File: src/sv/wire_sphere_vertex_generator_unit_macros.svh
// Assertion shorthands for the sphere vertex generator.
`ifndef WIRE_SPHERE_VERTEX_GENERATOR_UNIT_MACROS_SVH
`define WIRE_SPHERE_VERTEX_GENERATOR_UNIT_MACROS_SVH

// Same-cycle implication, checked on the rising edge of clk_i outside reset.
`define WSVG_ASSERT_NOW(lbl, ante, cons, msg) \
  lbl: assert property (@(posedge clk_i) disable iff (!rst_ni) (ante) |-> (cons)) \
    else $error(msg);

// Next-cycle implication.
`define WSVG_ASSERT_NXT(lbl, ante, cons, msg) \
  lbl: assert property (@(posedge clk_i) disable iff (!rst_ni) (ante) |=> (cons)) \
    else $error(msg);

`endif

File: src/sv/wsvg_pkg.sv
package wsvg_pkg;

  localparam int MAX_POINTS   = 64;
  localparam int CORDIC_STEPS = 16;
  localparam int CORD_CNT_W   = 5;
  localparam int PHASE_W      = 32;
  localparam int DIV_CNT_W    = 6;
  localparam int TRIG_W       = 32;
  localparam int COORD_W      = 17;
  localparam int MUL_A_W      = 33;
  localparam int PROD_W       = MUL_A_W + TRIG_W;

  localparam logic signed [TRIG_W-1:0]  INV_GAIN_Q30 = 32'sd652032874;
  localparam logic signed [MUL_A_W-1:0] HALF_PI_Q31  = 33'sd3373259426;
  localparam logic signed [COORD_W-1:0] COORD_MAX    = 17'sd65535;

  typedef enum logic [1:0] {
    REG_RADIUS = 2'd0,
    REG_SLICES = 2'd1,
    REG_STACKS = 2'd2
  } reg_idx_e;

  typedef enum logic [6:0] {
    ST_IDLE   = 7'b0000001,
    ST_DIV    = 7'b0000010,
    ST_ZMUL   = 7'b0000100,
    ST_CSTART = 7'b0001000,
    ST_CORD   = 7'b0010000,
    ST_MUL    = 7'b0100000,
    ST_RND    = 7'b1000000
  } state_e;

  typedef struct packed {
    logic start;
    logic done;
  } unit_ctl_t;

  function automatic logic signed [TRIG_W-1:0] atan_q30(input logic [CORD_CNT_W-1:0] k);
    logic signed [TRIG_W-1:0] v;
    case (k)
      5'd0:  v = 32'sh3243F6A8;
      5'd1:  v = 32'sh1DAC6705;
      5'd2:  v = 32'sh0FADBAFC;
      5'd3:  v = 32'sh07F56EA6;
      5'd4:  v = 32'sh03FEAB76;
      5'd5:  v = 32'sh01FFD55B;
      5'd6:  v = 32'sh00FFFAAA;
      5'd7:  v = 32'sh007FFF55;
      5'd8:  v = 32'sh003FFFEA;
      5'd9:  v = 32'sh001FFFFD;
      5'd10: v = 32'sh000FFFFF;
      5'd11: v = 32'sh0007FFFF;
      5'd12: v = 32'sh0003FFFF;
      5'd13: v = 32'sh0001FFFF;
      5'd14: v = 32'sh0000FFFF;
      5'd15: v = 32'sh00007FFF;
      5'd16: v = 32'sh00003FFF;
      5'd17: v = 32'sh00001FFF;
      5'd18: v = 32'sh00000FFF;
      5'd19: v = 32'sh000007FF;
      5'd20: v = 32'sh000003FF;
      5'd21: v = 32'sh000001FF;
      5'd22: v = 32'sh000000FF;
      5'd23: v = 32'sh0000007F;
      default: v = '0;
    endcase
    return v;
  endfunction

endpackage

File: src/sv/wsvg_div.sv
// Restoring divider: quotient of (num * 2^32 + den/2) / den, one bit a cycle.
module wsvg_div
  import wsvg_pkg::*;
(
  input  logic               clk_i,
  input  logic               rst_ni,
  input  logic               start_i,
  input  logic [6:0]         num_i,
  input  logic [6:0]         den_i,
  output logic               done_o,
  output logic [PHASE_W-1:0] quot_o
);

  logic [6:0]           rem_q;
  logic [6:0]           den_q;
  logic [PHASE_W-1:0]   dq_q;
  logic [DIV_CNT_W-1:0] cnt_q;
  logic                 done_q;
  logic [7:0]           trial;
  logic                 ge;
  logic [7:0]           diff;

  assign trial = {rem_q, dq_q[PHASE_W-1]};
  assign ge    = trial >= {1'b0, den_q};
  assign diff  = trial - {1'b0, den_q};

  always_ff @(posedge clk_i or negedge rst_ni) begin
    if (!rst_ni) begin
      cnt_q  <= '0;
      done_q <= 1'b0;
    end else begin
      done_q <= 1'b0;
      if (start_i) begin
        cnt_q <= DIV_CNT_W'(PHASE_W);
      end else if (cnt_q != '0) begin
        cnt_q <= cnt_q - 1'b1;
        if (cnt_q == DIV_CNT_W'(1)) done_q <= 1'b1;
      end
    end
  end

  always_ff @(posedge clk_i) begin
    if (start_i) begin
      rem_q <= num_i;
      den_q <= den_i;
      dq_q  <= {{(PHASE_W-6){1'b0}}, den_i[6:1]};
    end else if (cnt_q != '0) begin
      rem_q <= ge ? diff[6:0] : trial[6:0];
      dq_q  <= {dq_q[PHASE_W-2:0], ge};
    end
  end

  assign done_o = done_q;
  assign quot_o = dq_q;

endmodule

File: src/sv/wsvg_cordic.sv
// Rotation-mode CORDIC, one micro-rotation a cycle.
module wsvg_cordic
  import wsvg_pkg::*;
(
  input  logic                     clk_i,
  input  logic                     rst_ni,
  input  logic                     start_i,
  input  logic signed [TRIG_W-1:0] z0_i,
  output logic                     done_o,
  output logic signed [TRIG_W-1:0] cos_o,
  output logic signed [TRIG_W-1:0] sin_o
);

  logic signed [TRIG_W-1:0] x_q, y_q, z_q;
  logic [CORD_CNT_W-1:0]    k_q;
  logic                     run_q;
  logic                     done_q;
  logic signed [TRIG_W-1:0] dx, dy, ang;

  assign dx  = y_q >>> k_q;
  assign dy  = x_q >>> k_q;
  assign ang = atan_q30(k_q);

  always_ff @(posedge clk_i or negedge rst_ni) begin
    if (!rst_ni) begin
      run_q  <= 1'b0;
      done_q <= 1'b0;
      k_q    <= '0;
    end else begin
      done_q <= 1'b0;
      if (start_i) begin
        run_q <= 1'b1;
        k_q   <= '0;
      end else if (run_q) begin
        if (k_q == CORD_CNT_W'(CORDIC_STEPS - 1)) begin
          run_q  <= 1'b0;
          done_q <= 1'b1;
        end else begin
          k_q <= k_q + 1'b1;
        end
      end
    end
  end

  always_ff @(posedge clk_i) begin
    if (start_i) begin
      x_q <= INV_GAIN_Q30;
      y_q <= '0;
      z_q <= z0_i;
    end else if (run_q) begin
      if (!z_q[TRIG_W-1]) begin
        x_q <= x_q - dx;
        y_q <= y_q + dy;
        z_q <= z_q - ang;
      end else begin
        x_q <= x_q + dx;
        y_q <= y_q - dy;
        z_q <= z_q + ang;
      end
    end
  end

  assign done_o = done_q;
  assign cos_o  = x_q;
  assign sin_o  = y_q;

endmodule

File: src/sv/wsvg_mul.sv
// Shared signed multiplier with registered product.
module wsvg_mul
  import wsvg_pkg::*;
(
  input  logic                      clk_i,
  input  logic                      en_i,
  input  logic signed [MUL_A_W-1:0] a_i,
  input  logic signed [TRIG_W-1:0]  b_i,
  output logic signed [PROD_W-1:0]  p_o
);

  logic signed [PROD_W-1:0] p_q;

  always_ff @(posedge clk_i) begin
    if (en_i) p_q <= PROD_W'(a_i) * PROD_W'(b_i);
  end

  assign p_o = p_q;

endmodule

File: src/sv/wire_sphere_vertex_generator_unit.sv
// Channel   | Signals                                      | Direction
// ----------+----------------------------------------------+----------
// request   | start, busy, kind_i, line_index_i            | in/out
// vertex    | vertex_valid_o, vertex_x/y/z_o, closed_loop_o,| out
//           | last_vertex_o, bad_line_o                    |
// config    | psel, penable, pwrite, paddr, pwdata, prdata,| in/out
//           | pready                                       |
//
// Each vertex takes a divider pass for its phase, the angle scaling, a CORDIC
// run and a multiply and round step per product (2 or 3 products). A line adds
// one setup pass with two products for its own terms.
// Reset clears the sequencer and loads the register defaults.
// The receiver cannot stall: a vertex is shown for one cycle on vertex_valid_o.
// A bad index answers in the cycle after the request with one flagged vertex.
module wire_sphere_vertex_generator_unit
  import wsvg_pkg::*;
(
  input  logic                      clk_i,
  input  logic                      rst_ni,
  input  logic                      psel,
  input  logic                      penable,
  input  logic                      pwrite,
  input  logic [3:0]                paddr,
  input  logic [31:0]               pwdata,
  output logic [31:0]               prdata,
  output logic                      pready,
  input  logic                      start,
  output logic                      busy,
  input  logic                      kind_i,
  input  logic [5:0]                line_index_i,
  output logic                      vertex_valid_o,
  output logic signed [COORD_W-1:0] vertex_x_o,
  output logic signed [COORD_W-1:0] vertex_y_o,
  output logic signed [COORD_W-1:0] vertex_z_o,
  output logic                      closed_loop_o,
  output logic                      last_vertex_o,
  output logic                      bad_line_o
);

  // Configuration registers.
  logic [15:0] radius_q;
  logic [6:0]  slices_q;
  logic [5:0]  stacks_q;
  reg_idx_e    reg_idx;

  assign reg_idx = reg_idx_e'(paddr[3:2]);
  assign pready  = 1'b1;

  always_ff @(posedge clk_i or negedge rst_ni) begin
    if (!rst_ni) begin
      radius_q <= 16'd7373;
      slices_q <= 7'd28;
      stacks_q <= 6'd18;
    end else if (psel && penable && pwrite) begin
      unique case (reg_idx)
        REG_RADIUS: radius_q <= pwdata[15:0];
        REG_SLICES: slices_q <= pwdata[6:0];
        REG_STACKS: stacks_q <= pwdata[5:0];
        default: ;
      endcase
    end
  end

  always_comb begin
    unique case (reg_idx)
      REG_RADIUS: prdata = {16'd0, radius_q};
      REG_SLICES: prdata = {25'd0, slices_q};
      REG_STACKS: prdata = {26'd0, stacks_q};
      default:    prdata = '0;
    endcase
  end

  // Clamp the counts to their legal ranges.
  logic [6:0] n_sl_c;
  logic [5:0] n_st_c;
  always_comb begin
    n_sl_c = slices_q;
    if (slices_q < 7'd3) n_sl_c = 7'd3;
    if (slices_q > 7'(MAX_POINTS)) n_sl_c = 7'(MAX_POINTS);
    n_st_c = (stacks_q < 6'd2) ? 6'd2 : stacks_q;
  end

  // Sequencer state.
  state_e state_q, state_d;
  logic       kind_q;
  logic       pass_q;     // 0 line terms, 1 points
  logic [6:0] k_q;
  logic [1:0] mstep_q;
  logic [1:0] quad_q;
  logic [6:0] n_sl_q;
  logic [5:0] n_st_q;
  logic signed [TRIG_W-1:0]  c_q, s_q;
  logic signed [COORD_W-1:0] fixed_q, scale_q;
  logic signed [COORD_W-1:0] x_q, y_q, z_q;
  logic closed_q, last_q, bad_q, valid_q;

  // Shared units.
  logic                     div_start;
  logic [6:0]               div_num, div_den;
  logic                     div_done;
  logic [PHASE_W-1:0]       phase;
  logic                     cord_start;
  logic                     cord_done;
  logic signed [TRIG_W-1:0] cord_c, cord_s;
  logic signed [TRIG_W-1:0] z0;
  logic                     mul_en;
  logic signed [MUL_A_W-1:0] mul_a;
  logic signed [TRIG_W-1:0]  mul_b;
  logic signed [PROD_W-1:0]  prod;

  wsvg_div u_div (
    .clk_i  (clk_i),
    .rst_ni (rst_ni),
    .start_i(div_start),
    .num_i  (div_num),
    .den_i  (div_den),
    .done_o (div_done),
    .quot_o (phase)
  );

  wsvg_cordic u_cordic (
    .clk_i  (clk_i),
    .rst_ni (rst_ni),
    .start_i(cord_start),
    .z0_i   (z0),
    .done_o (cord_done),
    .cos_o  (cord_c),
    .sin_o  (cord_s)
  );

  wsvg_mul u_mul (
    .clk_i(clk_i),
    .en_i (mul_en),
    .a_i  (mul_a),
    .b_i  (mul_b),
    .p_o  (prod)
  );

  // Request decode.
  logic accept, bad_req;
  assign accept  = start && (state_q == ST_IDLE);
  assign bad_req = kind_i ? ({1'b0, line_index_i} >= n_sl_c)
                          : ((line_index_i == 6'd0) || (line_index_i >= n_st_c));

  // Quarter-turn reduction of the phase.
  logic [1:0]         quad;
  logic [PHASE_W-1:0] qsum, rem_ph;
  assign qsum   = phase + 32'h2000_0000;
  assign quad   = qsum[PHASE_W-1:PHASE_W-2];
  assign rem_ph = phase - {quad, 30'd0};

  // Scale the angle product to Q30 radians, round half up.
  logic signed [PROD_W-1:0] zsum;
  assign zsum = prod + (PROD_W'(1) <<< 30);
  assign z0   = zsum[62:31];

  // Product rounding and saturation to coordinate range.
  logic signed [PROD_W-1:0] rsum;
  logic signed [34:0]       rv;
  logic signed [COORD_W-1:0] rsat;
  assign rsum = prod + (PROD_W'(1) <<< 29);
  assign rv   = rsum[64:30];
  always_comb begin
    rsat = rv[COORD_W-1:0];
    if (rv > 35'(COORD_MAX))  rsat = COORD_MAX;
    if (rv < -35'(COORD_MAX)) rsat = -COORD_MAX;
  end

  // Point loop bounds.
  logic [6:0] pt_den;
  logic       last_pt, last_m;
  assign pt_den  = kind_q ? {n_st_q, 1'b0} : n_sl_q;
  assign last_pt = kind_q ? (k_q == {1'b0, n_st_q}) : (k_q == n_sl_q - 7'd1);
  assign last_m  = (pass_q && kind_q) ? (mstep_q == 2'd2) : (mstep_q == 2'd1);

  // Multiplier operand select.
  always_comb begin
    mul_en = 1'b0;
    mul_a  = HALF_PI_Q31;
    mul_b  = $signed(rem_ph);
    if (state_q == ST_ZMUL) begin
      mul_en = 1'b1;
    end else if (state_q == ST_MUL) begin
      mul_en = 1'b1;
      if (!pass_q) begin
        mul_a = MUL_A_W'({1'b0, radius_q});
        mul_b = (mstep_q == 2'd0) ? c_q : s_q;
      end else if (!kind_q) begin
        mul_a = MUL_A_W'(scale_q);
        mul_b = (mstep_q == 2'd0) ? c_q : s_q;
      end else begin
        case (mstep_q)
          2'd0: begin
            mul_a = MUL_A_W'(fixed_q);
            mul_b = s_q;
          end
          2'd1: begin
            mul_a = MUL_A_W'({1'b0, radius_q});
            mul_b = c_q;
          end
          default: begin
            mul_a = MUL_A_W'(scale_q);
            mul_b = s_q;
          end
        endcase
      end
    end
  end

  // Next state, divider launch and CORDIC launch.
  always_comb begin
    state_d    = state_q;
    div_start  = 1'b0;
    div_num    = {1'b0, line_index_i};
    div_den    = kind_i ? n_sl_c : {n_st_c, 1'b0};
    cord_start = 1'b0;
    unique case (state_q)
      ST_IDLE: begin
        if (accept && !bad_req) begin
          div_start = 1'b1;
          state_d   = ST_DIV;
        end
      end
      ST_DIV:    if (div_done) state_d = ST_ZMUL;
      ST_ZMUL:   state_d = ST_CSTART;
      ST_CSTART: begin
        cord_start = 1'b1;
        state_d    = ST_CORD;
      end
      ST_CORD:   if (cord_done) state_d = ST_MUL;
      ST_MUL:    state_d = ST_RND;
      ST_RND: begin
        div_den = pt_den;
        div_num = pass_q ? (k_q + 7'd1) : 7'd0;
        if (!last_m) begin
          state_d = ST_MUL;
        end else if (pass_q && last_pt) begin
          state_d = ST_IDLE;
        end else begin
          div_start = 1'b1;
          state_d   = ST_DIV;
        end
      end
      default: state_d = ST_IDLE;
    endcase
  end

  always_ff @(posedge clk_i or negedge rst_ni) begin
    if (!rst_ni) begin
      state_q <= ST_IDLE;
      valid_q <= 1'b0;
      pass_q  <= 1'b0;
      k_q     <= '0;
      mstep_q <= '0;
      kind_q  <= 1'b0;
    end else begin
      state_q <= state_d;
      valid_q <= 1'b0;
      if (accept) begin
        kind_q <= kind_i;
        pass_q <= 1'b0;
        k_q    <= '0;
        if (bad_req) valid_q <= 1'b1;
      end
      if (state_q == ST_CORD) mstep_q <= '0;
      if (state_q == ST_RND) begin
        if (!last_m) begin
          mstep_q <= mstep_q + 2'd1;
        end else if (!pass_q) begin
          pass_q <= 1'b1;
        end else begin
          valid_q <= 1'b1;
          k_q     <= k_q + 7'd1;
        end
      end
    end
  end

  // Payload registers.
  always_ff @(posedge clk_i) begin
    if (accept) begin
      n_sl_q <= n_sl_c;
      n_st_q <= n_st_c;
      if (bad_req) begin
        x_q      <= '0;
        y_q      <= '0;
        z_q      <= '0;
        closed_q <= 1'b0;
        last_q   <= 1'b1;
        bad_q    <= 1'b1;
      end
    end
    if (state_q == ST_ZMUL) quad_q <= quad;
    if (state_q == ST_CORD && cord_done) begin
      case (quad_q)
        2'd0: begin c_q <= cord_c;  s_q <= cord_s;  end
        2'd1: begin c_q <= -cord_s; s_q <= cord_c;  end
        2'd2: begin c_q <= -cord_c; s_q <= -cord_s; end
        default: begin c_q <= cord_s; s_q <= -cord_c; end
      endcase
    end
    if (state_q == ST_RND) begin
      if (!pass_q) begin
        if (mstep_q == 2'd0) fixed_q <= rsat;
        else scale_q <= rsat;
      end else if (!kind_q) begin
        if (mstep_q == 2'd0) begin
          x_q <= rsat;
          y_q <= fixed_q;
        end else begin
          z_q <= rsat;
        end
      end else begin
        case (mstep_q)
          2'd0: x_q <= rsat;
          2'd1: y_q <= rsat;
          default: z_q <= rsat;
        endcase
      end
      if (pass_q && last_m) begin
        closed_q <= !kind_q;
        last_q   <= last_pt;
        bad_q    <= 1'b0;
      end
    end
  end

  assign busy           = (state_q != ST_IDLE);
  assign vertex_valid_o = valid_q;
  assign vertex_x_o     = x_q;
  assign vertex_y_o     = y_q;
  assign vertex_z_o     = z_q;
  assign closed_loop_o  = closed_q;
  assign last_vertex_o  = last_q;
  assign bad_line_o     = bad_q;

`include "wire_sphere_vertex_generator_unit_macros.svh"

  `WSVG_ASSERT_NOW(a_bad_is_last, valid_q && bad_q, last_q, "flagged vertex not marked last")
  `WSVG_ASSERT_NOW(a_bad_zero, valid_q && bad_q, (x_q == '0) && (y_q == '0) && (z_q == '0), "flagged vertex has nonzero coordinates")
  `WSVG_ASSERT_NXT(a_req_taken, start && !busy, busy || valid_q, "request neither started nor answered")
  `WSVG_ASSERT_NOW(a_last_idle, valid_q && last_q && !bad_q, !busy, "busy after the last vertex")

endmodule
File: config.mk
export PLATFORM = sky130hd
export DESIGN_NAME = wire_sphere_vertex_generator_unit
export DESIGN_NICKNAME = d
export VERILOG_FILES = /design/src/sv/wsvg_pkg.sv /design/src/sv/wsvg_div.sv /design/src/sv/wsvg_cordic.sv /design/src/sv/wsvg_mul.sv /design/src/sv/wire_sphere_vertex_generator_unit.sv
export VERILOG_INCLUDE_DIRS = /design/src /design/src/sv
export SDC_FILE = /design/constraint.sdc
export NUM_CORES = 2
export LEC_CHECK = 0
export BUFFER_PORTS_ARGS = -buffer_cell sky130_fd_sc_hd__buf_2
export CAP_MARGIN = 20
export CELL_PAD_IN_SITES_DETAIL_PLACEMENT = 0
export CELL_PAD_IN_SITES_GLOBAL_PLACEMENT = 1
export CORE_MARGIN = 1.5
export CORE_UTILIZATION = 30
export CTS_CLUSTER_SIZE = 14
export DETAILED_ROUTE_END_ITERATION = 12
export HOLD_SLACK_MARGIN = 0.02
export PLACE_DENSITY = 0.55
export SLEW_MARGIN = 20
export SYNTH_ARGS = -nofsm -noshare
export SYNTH_HDL_FRONTEND = slang
export SYNTH_SLANG_ARGS = --single-unit
File: constraint.sdc
create_clock -name clk_i -period 24 [get_ports clk_i]
set_clock_uncertainty 0.2 [all_clocks]
set_input_delay 4.8 -clock clk_i [delete_from_list [all_inputs] [get_ports clk_i]]
set_output_delay 4.8 -clock clk_i [all_outputs]
set_load 0.01 [all_outputs]
==> qor.csv <==
metric,value,unit
ctsLongestPathBuffers,3,
yosys.area.top_type_share,32.2,%
core,208000,µm²
max_freq,76.8,MHz
drive_above_1_share,8.80,%
worstSetupPathType,flop to flop,
syn2layout_area_growth,8.76,%
cpPeakStageDelay,0.73,ns
drcViolationCount,0,
ys_warn_count,0,
grt_pass1_wl,329,mm
ys_top_cells_by_area,"fa_1 32%, edfxtp_1 9.6%, inv_1 6.8%, ha_1 6.2%, dfxtp_1 4.6%",
grt_pass1_vias,50000,
grt_max_degree,78,
syn_avg_cell_area,9.19,µm²
gp_congestion,0.927,
slew_violations,0,
yosysTopAreaCell,fa_1,
io_buffers,102,
clock_latency,0.71,ns
initialDrtViolationCount,3491,
netlist_area,62800,µm²
clkTransAtPathRegs,0.06,ns
cts_root_buffer,clkbuf_16,
wirelength,217,mm
critPathSlowestCell,o31ai_1,
hold_buffers,0,
endpoint_kind,flop,
seq_area_frac_synth,16.7,%
die_h,461,µm
holdCritStartpoint,bad_line_o$_DFF_P_,
routedWlPerCell,22.6,µm
r2r-start,state_q[4]$_DFFE_PN0P_,
maxCapViolCount,0,
antenna_found_initial,3,
hold_path_class,flop to flop,
fin_crit,13.02,ns
path_common_cell,fa_1,
post_cts_resize_count,0,
synthCells,6838,
detail-route-antenna-nets,0,
path_max_fanout,39,
cp.arrival,13.23,ns
synth.distinct_cells,98,
fin_util,32.9,%
finalSetupViolCount,0,
grt-ovfl-total,0,
status,finished clean,
io_pins,138,
tightest_slew,1.10,ns
nets,8143,
synth-edff-count,201,
period_share,54.3,%
dieArea,212000,µm²
holdWs,0.268,ns
cp-start-kind,flop,
critPathRequiredTime,24.20,ns
final_common_cell,inv_1,
dp_hpwl,177,mm
synth_flop_cell,edfxtp_1,
die_w,461,µm
ys_async_sr_fraction,15.2,%
cts.sinks,407,
start_util,30.2,%
htree_levels,2,
viasPerCell,5.00,
dr.pass1.iters,9,
mostFrequentLayoutCells,"1,133 x inv_1, 1,010 x fa_1, 704 x nand2_1",
rsz0062_at_grt,no,
cts_made_buffers,53,
slew_headroom,26.6,%
cts_tree,done,
timing_hold_violations_final,0,
post_cts_buffers,0,
via_count,48000,
yosys_register_bits,407,
setup_tns,0,ns
worstSetupStartpoint,state_q[4]$_DFFE_PN0P_,
num_rows,167,
grt_usage,20.7,%
-- sequential cells by signal, indices dropped and copies added, names as in the netlist, 17 cells and up --
name / count
u_cordic.z_q: 32
vertex_y_o: 17
vertex_x_o: 17
s_q: 32
u_cordic.sin_o: 32
c_q: 32
u_mul.p_o: 36
u_cordic.cos_o: 32
vertex_z_o: 17
fixed_q: 17
scale_q: 17
u_div.quot_o: 32
-- cells in the mapped netlist (9+ instances only) --
| library cell | instances |
|---|---|
| nor3_1 | 84 |
| nand2b_1 | 66 |
| o41ai_1 | 9 |
| inv_1 | 1136 |
| fa_1 | 1010 |
| xor2_1 | 138 |
| a21o_1 | 81 |
| or3_1 | 32 |
| clkbuf_1 | 271 |
| buf_2 | 23 |
| a222oi_1 | 15 |
| a21oi_1 | 317 |
| a211oi_1 | 37 |
| a31oi_1 | 45 |
| a21boi_0 | 10 |
| nor4_1 | 22 |
| o22ai_1 | 19 |
| buf_1 | 53 |
| o211ai_1 | 17 |
| nand3_1 | 91 |
| xnor2_1 | 225 |
| buf_4 | 18 |
| o21bai_1 | 23 |
| o21ai_0 | 287 |
| o21ai_1 | 12 |
| o21a_1 | 39 |
| nand4_1 | 35 |
| dfstp_2 | 14 |
| nor2_1 | 622 |
| mux2_2 | 73 |
| nand2_1 | 705 |
| nor2b_1 | 46 |
| nor3b_1 | 13 |
| o31ai_1 | 23 |
| dfxtp_1 | 144 |
| ha_1 | 312 |
| and2_1 | 38 |
| edfxtp_1 | 201 |
| mux4_2 | 95 |
| a22o_1 | 41 |
| a22oi_1 | 14 |
| dfrtp_1 | 48 |
| or2_2 | 21 |
| and3_1 | 45 |
| mux2i_1 | 121 |
-- final timing paths --
kind,cells after the start,to,slack (ns)
min in group asynchronous,1,u_cordic.k_q[4]$_DFFE_PN0P_,3.73
max,30,u_mul.p_o[61]$_DFFE_PP_,10.98
max in group asynchronous,2,slices_q[5]$_DFFE_PN0P_,18.72
min reg2reg,2,bad_line_o$_DFF_P_,0.27
max reg2reg,30,u_mul.p_o[61]$_DFFE_PP_,10.98
min,2,bad_line_o$_DFF_P_,0.27
-- kinds of logic (layout without fill, tap and decap cells) --
kind of cell | after synthesis | after routing | synth area share, %
and+or+nand+nor | 1874 | 1874 | 13.4
buffers and inverters | 1513 | 1477 | 9.29
adders and majority gates | 1322 | 1322 | 38.4
AOI/OAI and AO/OA | 1068 | 1068 | 10.5
DFF | 407 | 407 | 16.7
xor gates and xnor gates | 363 | 363 | 5.06
muxes | 289 | 289 | 6.64
other | 2 | 21 | 0.0120
-- layer usage --
metal  wire length (µm)  track usage, %  up-vias
li1                   -               -    22000
met1              96600            28.2    24800
met2             106000            35.4     1005
met3               8630            1.81      202
met4               5580            4.68        0
met5                  0               0        -
-- through the flow --
| step | std cells | instance area, µm² | setup slack, ns |
|---|---|---|---|
| after global placement | 9504 | 66400 | 11.09 |
| after floorplan | 6853 | 62900 | 13.41 |
| after detailed placement | 9505 | 66500 | 11.10 |
| after global routing | 9605 | 68300 | 10.38 |
| after CTS | 9605 | 68300 | 11.01 |
| final | 9609 | 68300 | 10.98 |
-- critical path, delay by kind of cell (launching register included) --
family,cells,cell delay (ns)
fa+ha+maj,9,4.59
compound gates,8,3.40
simple gates,7,1.92
buf+inv,5,1.67
xor+xnor,1,0.46
flops,1,0.40
-- area by class of cell --
class	count	area [µm²]
Sequential cell	407	10500
Clock inverter	29	299
Tap cell	2788	3490
Inverter	1140	4280
Timing Repair Buffer	237	1530
Multi-Input combinational cell	4933	46700
Antenna cell	4	10.0
Clock buffer	71	1530
Fill cell	21800	139000
Power is left out: the tool's default activity adds up to more than one toggle a clock period on the data nets, which glitch-free logic cannot reach.
